<file path="src/hdl/sps_pkg.sv">
// Shared types and constants for the sorted pressed-button set.
package sps_pkg;

   localparam int OUT_W  = 6;   // width of the count fields in a result word
   localparam int CODE_W = 16;  // button code width

   localparam logic KIND_PRESS   = 1'b0;
   localparam logic KIND_RELEASE = 1'b1;

   typedef enum logic [2:0] {
      ST_IDLE,
      ST_INS_CHK,
      ST_INS_WR,
      ST_ERS_CHK,
      ST_ERS_WR,
      ST_DONE
   } state_type;

   // controller -> datapath
   typedef struct packed {
      logic load;       // latch request word, set up walk pointers
      logic rd;         // read list entry at the walk pointer
      logic ins_write;  // shift entry up or drop the code in, per compare
      logic ins_place;  // write the code at slot 0
      logic ers_step;   // keep entry if it differs from the code
      logic ers_end;    // commit compacted count
   } cmd_type;

   // datapath -> controller
   typedef struct packed {
      logic full;       // list holds CAPACITY entries
      logic ptr_zero;   // insert walk reached slot 0
      logic ptr_end;    // erase walk passed the last entry
      logic data_ge;    // entry read is not below the code
   } status_type;

endpackage

</file>
<file path="src/hdl/sorted_pressed_button_set.sv">
// Top level of the sorted pressed-button set: controller plus datapath.
//
//  channel   ports                                        handshake
//  --------  -------------------------------------------  -----------------------
//  request   req_kind, req_button, req_from_pointer       start & !busy
//  response  rsp_held_count, rsp_dropped,                 rsp_valid, one cycle,
//            rsp_removed_copies                           cannot be held off
//
//  Per word: an ignored or dropped word goes from accept straight to the result.
//  An insert walks down from the top entry, moving each entry with a memory
//  read, then a write, until the code finds its slot or lands in slot 0.
//  A release walks every stored entry, reading each one and keeping it
//  only if it differs from the code.
//  Reset clears the count and controller; memory contents need no clearing,
//  since only slots below the count are ever read. busy holds off new words.
module sorted_pressed_button_set #(
   parameter int CAPACITY = 32
) (
   input  logic                       clock,
   input  logic                       reset,
   input  logic                       start,
   output logic                       busy,
   input  logic                       req_kind,
   input  logic [sps_pkg::CODE_W-1:0] req_button,
   input  logic                       req_from_pointer,
   output logic                       rsp_valid,
   output logic [sps_pkg::OUT_W-1:0]  rsp_held_count,
   output logic                       rsp_dropped,
   output logic [sps_pkg::OUT_W-1:0]  rsp_removed_copies
);
   import sps_pkg::*;

   cmd_type    cmd;
   status_type status;

   // sequencing: idle -> walk -> one-cycle result strobe
   sps_controller u_ctrl (
      .clock            (clock),
      .reset            (reset),
      .start            (start),
      .busy             (busy),
      .req_kind         (req_kind),
      .req_from_pointer (req_from_pointer),
      .status           (status),
      .cmd              (cmd),
      .rsp_valid        (rsp_valid)
   );

   // list memory, pointers and result registers
   sps_datapath #(
      .CAPACITY (CAPACITY)
   ) u_dp (
      .clock              (clock),
      .reset              (reset),
      .cmd                (cmd),
      .status             (status),
      .req_kind           (req_kind),
      .req_button         (req_button),
      .req_from_pointer   (req_from_pointer),
      .rsp_held_count     (rsp_held_count),
      .rsp_dropped        (rsp_dropped),
      .rsp_removed_copies (rsp_removed_copies)
   );

endmodule

</file>
<file path="src/hdl/sps_datapath.sv">
// Datapath: list memory, walk pointers, count and result registers.
module sps_datapath #(
   parameter int CAPACITY = 32
) (
   input  logic                      clock,
   input  logic                      reset,
   input  sps_pkg::cmd_type          cmd,
   output sps_pkg::status_type       status,
   input  logic                      req_kind,
   input  logic [sps_pkg::CODE_W-1:0] req_button,
   input  logic                      req_from_pointer,
   output logic [sps_pkg::OUT_W-1:0] rsp_held_count,
   output logic                      rsp_dropped,
   output logic [sps_pkg::OUT_W-1:0] rsp_removed_copies
);
   import sps_pkg::*;

   localparam int CW = $clog2(CAPACITY + 1);
   localparam int AW = (CAPACITY > 1) ? $clog2(CAPACITY) : 1;

   logic [CODE_W-1:0] list_mem [CAPACITY];

   logic [CODE_W-1:0] code_ff,    code_in;
   logic [CODE_W-1:0] rd_data_ff;
   logic              req_kind_ff, req_kind_in;
   logic [CW-1:0]     count_ff,   count_in;
   logic [CW-1:0]     ptr_ff,     ptr_in;
   logic [CW-1:0]     keep_ff,    keep_in;
   logic              dropped_ff, dropped_in;
   logic [CW-1:0]     removed_ff, removed_in;

   logic              wr_en;
   logic [AW-1:0]     wr_addr;
   logic [CODE_W-1:0] wr_data;
   logic [AW-1:0]     rd_addr;
   logic [CW-1:0]     ptr_dec;
   logic [CW+OUT_W-1:0] held_wide, removed_wide;

   assign ptr_dec = ptr_ff - CW'(1);
   // insert walks downward reading the slot below the pointer; erase reads at it
   assign rd_addr = (req_kind_ff == KIND_RELEASE) ? ptr_ff[AW-1:0] : ptr_dec[AW-1:0];

   assign status.full     = (count_ff == CW'(CAPACITY));
   assign status.ptr_zero = (ptr_ff == '0);
   assign status.ptr_end  = (ptr_ff == count_ff);
   assign status.data_ge  = (rd_data_ff >= code_ff);

   always_comb begin
      code_in     = code_ff;
      req_kind_in = req_kind_ff;
      count_in    = count_ff;
      ptr_in      = ptr_ff;
      keep_in     = keep_ff;
      dropped_in  = dropped_ff;
      removed_in  = removed_ff;
      wr_en       = 1'b0;
      wr_addr     = ptr_ff[AW-1:0];
      wr_data     = code_ff;
      if (cmd.load) begin
         code_in     = req_button;
         req_kind_in = req_kind;
         ptr_in      = (req_kind == KIND_PRESS) ? count_ff : '0;
         keep_in     = '0;
         dropped_in  = req_from_pointer && (req_kind == KIND_PRESS) && status.full;
         removed_in  = '0;
      end
      if (cmd.ins_write) begin
         wr_en = 1'b1;
         if (status.data_ge) begin
            wr_data = rd_data_ff;
            ptr_in  = ptr_dec;
         end else begin
            wr_data  = code_ff;
            count_in = count_ff + CW'(1);
         end
      end
      if (cmd.ins_place) begin
         wr_en    = 1'b1;
         wr_data  = code_ff;
         count_in = count_ff + CW'(1);
      end
      if (cmd.ers_step) begin
         ptr_in  = ptr_ff + CW'(1);
         wr_addr = keep_ff[AW-1:0];
         wr_data = rd_data_ff;
         if (rd_data_ff != code_ff) begin
            wr_en   = 1'b1;
            keep_in = keep_ff + CW'(1);
         end
      end
      if (cmd.ers_end) begin
         count_in   = keep_ff;
         removed_in = count_ff - keep_ff;
      end
   end

   always_ff @(posedge clock) begin
      if (wr_en) begin
         list_mem[wr_addr] <= wr_data;
      end
      if (cmd.rd) begin
         rd_data_ff <= list_mem[rd_addr];
      end
   end

   always_ff @(posedge clock) begin
      if (reset) begin
         count_ff <= '0;
      end else begin
         count_ff <= count_in;
      end
      code_ff     <= code_in;
      req_kind_ff <= req_kind_in;
      ptr_ff      <= ptr_in;
      keep_ff     <= keep_in;
      dropped_ff  <= dropped_in;
      removed_ff  <= removed_in;
   end

   // counts are reported modulo 64
   assign held_wide          = (CW + OUT_W)'(count_ff);
   assign removed_wide       = (CW + OUT_W)'(removed_ff);
   assign rsp_held_count     = held_wide[OUT_W-1:0];
   assign rsp_removed_copies = removed_wide[OUT_W-1:0];
   assign rsp_dropped        = dropped_ff;

endmodule

</file>
<file path="src/hdl/sps_controller.sv">
// Controller: sequences the insert and erase walks over the list memory.
module sps_controller (
   input  logic                clock,
   input  logic                reset,
   input  logic                start,
   output logic                busy,
   input  logic                req_kind,
   input  logic                req_from_pointer,
   input  sps_pkg::status_type status,
   output sps_pkg::cmd_type    cmd,
   output logic                rsp_valid
);
   import sps_pkg::*;

   state_type state_ff, state_in;

   always_comb begin
      state_in = state_ff;
      unique case (state_ff)
         ST_IDLE: begin
            if (start) begin
               if (!req_from_pointer) begin
                  state_in = ST_DONE;
               end else if (req_kind == KIND_RELEASE) begin
                  state_in = ST_ERS_CHK;
               end else if (status.full) begin
                  state_in = ST_DONE;
               end else begin
                  state_in = ST_INS_CHK;
               end
            end
         end
         ST_INS_CHK: state_in = status.ptr_zero ? ST_DONE : ST_INS_WR;
         ST_INS_WR:  state_in = status.data_ge ? ST_INS_CHK : ST_DONE;
         ST_ERS_CHK: state_in = status.ptr_end ? ST_DONE : ST_ERS_WR;
         ST_ERS_WR:  state_in = ST_ERS_CHK;
         ST_DONE:    state_in = ST_IDLE;
         default:    state_in = ST_IDLE;
      endcase
   end

   always_comb begin
      cmd       = '0;
      busy      = 1'b1;
      rsp_valid = 1'b0;
      unique case (state_ff)
         ST_IDLE: begin
            busy     = 1'b0;
            cmd.load = start;
         end
         ST_INS_CHK: begin
            cmd.ins_place = status.ptr_zero;
            cmd.rd        = !status.ptr_zero;
         end
         ST_INS_WR:  cmd.ins_write = 1'b1;
         ST_ERS_CHK: begin
            cmd.ers_end = status.ptr_end;
            cmd.rd      = !status.ptr_end;
         end
         ST_ERS_WR:  cmd.ers_step = 1'b1;
         ST_DONE:    rsp_valid = 1'b1;
         default:    busy = 1'b1;
      endcase
   end

   always_ff @(posedge clock) begin
      if (reset) begin
         state_ff <= ST_IDLE;
      end else begin
         state_ff <= state_in;
      end
   end

endmodule

</file>
<file path="config.mk">
export PLATFORM = sky130hd
export DESIGN_NAME = sorted_pressed_button_set
export DESIGN_NICKNAME = d
export VERILOG_FILES = /design/src/hdl/sps_pkg.sv /design/src/hdl/sorted_pressed_button_set.sv /design/src/hdl/sps_datapath.sv /design/src/hdl/sps_controller.sv
export SDC_FILE = /design/constraint.sdc
export NUM_CORES = 1
export LEC_CHECK = 0
export BUFFER_PORTS_ARGS = -buffer_cell sky130_fd_sc_hd__buf_2
export CAP_MARGIN = 25
export CORE_MARGIN = 4
export CORE_UTILIZATION = 25
export CTS_CLUSTER_SIZE = 28
export DETAILED_ROUTE_END_ITERATION = 7
export HOLD_SLACK_MARGIN = 0.15
export PLACE_DENSITY = 0.41
export SLEW_MARGIN = 20
export SYNTH_ARGS = -nofsm -noshare
export SYNTH_HDL_FRONTEND = slang
export SYNTH_HIERARCHICAL = 1
export SYNTH_SLANG_ARGS = --single-unit
</file>
<file path="constraint.sdc">
create_clock -name clock -period 2.9 [get_ports clock]
set_input_delay 0.58 -clock clock [delete_from_list [all_inputs] [get_ports clock]]
set_output_delay 0.58 -clock clock [all_outputs]
set_load 0.05 [all_outputs]
</file>
==> flow_summary.toml <==
[detailed_routing]
num_vias = 12400
wl_met1_um = 34310
topRoutingLayerUsed = "met4"
met3_length_um = 3554
viasPerCell = 4.589
firstDrtPassIters = 5
wl_per_cell_um = 27.53
wl_um = 74380
drt-initial-drc-count = 1134
wl_met2_um = 35210
drc = 0
final_antenna_net_count = 0

[clock_network]
path_clk_slew_ns = 0.06
h-tree-depth = 3
cts-buffers-inserted = 68
clockRootBuffer = "clkbuf_16"
tritoncts = "done"
clk_latency_ns = 0.62
clk_path_buf_depth = 3
cts.sinks = 573

[setup_path]
cp-end-kind = "register"
reg2reg_depth = 12
r2r_end = "u_dp/list_mem[25][10]"
cp.arrival_ns = 3.35
crit_required_ns = 3.26
r2r_start = "u_dp/rd_data_ff[15]"
reg2reg_slack_ns = -0.1
startpoint_type = "register"
path_class = "reg -> reg"
path_max_fanout = 8

[final_layout]
n_antenna_cell = 0
multi_input_area_sq_um = 6291
area_delta_synth_final_pct = 31.40
fillers = 8826
drive_above_1_share_pct = 39.89
mostFrequentLayoutCell = "edfxtp_1"
nets = 1456
regArea_sq_um = 17000
final_cell_mix = "552 x edfxtp_1, 160 x mux4_2, 95 x buf_12"
fin_util_pct = 33.22

[worst_hold_path]
holdPathStages = 1
min_to = "u_dp/code_ff[8]"
hp-start = "req_button[8]"
hp-class = "in -> reg"

[logic_synthesis]
synthesis.area_sq_um = 23250
async_flop_share_pct = 0
avgSynthCellArea_sq_um = 20.34
synth_flop_cell = "edfxtp_1"
synth_edf_count = 552
ys_seq_elements = 573
yosysWarningCount = 6
synth_nets = 1192
synth_cell_type_count = 59
synth_area_leaders = "edfxtp_1 71%, mux4_2 16%, dfxtp_1 1.8%"
yosysSeqAreaShare_pct = 73.11
yosysTopAreaCell = "edfxtp_1"
synth.top_cell.area_share_pct = 71.31
synthCells = 1143

[pwr]
swShare_pct = 32.55
power_density_nw_per_um2 = 1080
p_seq_share_pct = 35.1
p_total_mw = 33.00
clockPowerShare_pct = 25.4
ir_worst_vdd_v = 0.0005350
p_comb_share_pct = 39.5
leakage_nw = 9.981
netSwitchingPower_mw = 10.74
p_int_mw = 22.26

[sta]
drv_slew = 0
min_period_ns = 2.998
rsz0062_at_grt = "true"
fin_crit_sh_pct = 103.4
hold_violations = 0
relSlewSlack_pct = 33.47
fmax_mhz = 333.6
finClkSkew_ns = 0.04062
setup-violations-final = 315
tightest_slew_ns = 0.9930
setup_slack_ns = -0.09791

[global_route]
grt_overflow = 0
antenna_found_initial = 0
grt.total_usage_pct = 14.24
grt_pass1_vias = 12570
grt_max_degree = 35
grt_first_pass_wirelength_um = 98600

[floorplan]
die_w_um = 312.9
core-area_sq_um = 91940
start_util_pct = 25.28
dieArea_sq_um = 97930
die_h_um = 312.9
ios = 36
rows = 111

[place]
io_buffers = 35
hpwl_um = 42760
gp_congestion = 0.7365
place_ws_ns = -0.1426

[run_status]
status = "finished, violations left"
violations = "negative setup slack"

[job]
drv_cap = 0
power by group through the flow:
stage	clock, mW	combinational (mW)	sequential [mW]
floorplan	0	7.22	11.7
global placement	0	12.6	11.7
detailed placement	0	12.6	11.7
CTS	8.63	12.8	11.6
global route	9.00	14.0	11.6
finish	8.37	13.0	11.6
cell families (layout without fill, tap and decap cells):
family | after synthesis | in the layout | synth area share [%]
buffers and inverters | 90 | 406 | 1.733
multiplexers | 198 | 198 | 17.32
AND/OR/NAND/NOR | 162 | 162 | 3.380
adder cells (fa/ha/maj) | 28 | 28 | 1.539
AO/OA/AOI/OAI | 74 | 74 | 2.239
flip-flops | 573 | 573 | 73.11
XOR/XNOR | 18 | 18 | 0.6782
per-stage QoR:
stage          hold slack, ns  cells  cell area [sq um]  TNS, ns
2_1_floorplan          0.4878   1143              23270   -89.36
3_3_place_gp           0.5658   2535              27260   -52.07
3_5_place_dp           0.5806   2535              27260   -79.01
4_1_cts                0.1825   2681              29830   -21.61
5_1_grt                0.1947   2702              30540   -66.94
6_report               0.2187   2702              30540   -10.78
sequential cells by signal, indices dropped and copies added (netlist names):
| name | flops |
|---|---|
| u_dp/keep_ff | 6 |
| u_dp/rsp_dropped | 1 |
| u_dp/rd_data_ff | 16 |
| u_dp/rsp_held_count | 6 |
| u_dp/req_kind_ff | 1 |
| u_dp/ptr_ff | 6 |
| u_ctrl/state_ff | 3 |
| u_dp/list_mem | 512 |
| u_dp/rsp_removed_copies | 6 |
| u_dp/code_ff | 16 |
repair_timing:
action                                   CTS  global route
hold endpoints to repair                  12             0
hold buffers                              12             0
cloned                                     2            18
pin swaps                                  5            20
endpoints found under the setup margin  1006          1000
resized for setup                         28            59
setup buffers                             10             5
critical path, stage by stage (launching register included):
cell	delay [ns]
edfxtp_1	0.53
ha_4	0.33
and4_4	0.22
nand4_1	0.18
buf_4	0.20
o31a_1	0.29
nor3_4	0.28
nor2b_4	0.08
nand2_2	0.10
buf_12	0.16
nor2_4	0.06
buf_12	0.15
buf_12	0.15
cells in the mapped netlist (4+ instances only):
| cell type | number |
|---|---|
| ha_1 | 27 |
| o21ai_1 | 8 |
| nor2b_1 | 5 |
| a21oi_1 | 16 |
| clkbuf_1 | 26 |
| nand2b_1 | 6 |
| nor2_1 | 58 |
| mux2_1 | 13 |
| a21o_1 | 6 |
| xor2_1 | 7 |
| or3_1 | 6 |
| and3_1 | 5 |
| a211oi_1 | 4 |
| nand2_1 | 36 |
| dfxtp_1 | 21 |
| edfxtp_1 | 552 |
| mux4_2 | 160 |
| o21ai_0 | 9 |
| inv_1 | 34 |
| buf_1 | 4 |
| mux2i_1 | 5 |
| nand4_1 | 6 |
| xnor2_1 | 11 |
| mux2_2 | 20 |
| nand3_1 | 14 |
| buf_2 | 13 |
| nor3_1 | 8 |
| buf_4 | 7 |
how the worst max path moves through the flow:
stage	start	slack, ns	end
floorplan	u_ctrl/state_ff[2]	-0.16	u_dp/list_mem[19][0]
global placement	u_dp/req_kind_ff	-0.12	u_dp/rd_data_ff[2]
detailed placement	u_dp/code_ff[11]	-0.14	u_dp/list_mem[27][6]
CTS	u_dp/rd_data_ff[15]	-0.10	u_dp/list_mem[25][13]
global route	u_dp/rd_data_ff[15]	-0.18	u_dp/list_mem[10][1]
finish	u_dp/rd_data_ff[15]	-0.1	u_dp/list_mem[25][10]
routing by layer:
| layer | track usage, % | vias to the layer above |
|---|---|---|
| li1 | - | 5271 |
| met1 | 20.70 | 6719 |
| met2 | 22.09 | 331 |
| met3 | 2.552 | 78 |
| met4 | 3.680 | 0 |
| met5 | 0 | - |
final cells by class:
class / instances / share of cell area (%)
flip-flops and latches: 573 / 55.64
multi-input cells: 480 / 20.60
repair buffers: 247 / 11.09
clock buffers: 81 / 5.833
well taps: 1243 / 5.092
clock inverters: 41 / 1.286
inverters: 37 / 0.4547
No activity file was read; power rests on OpenSTA's default activity.
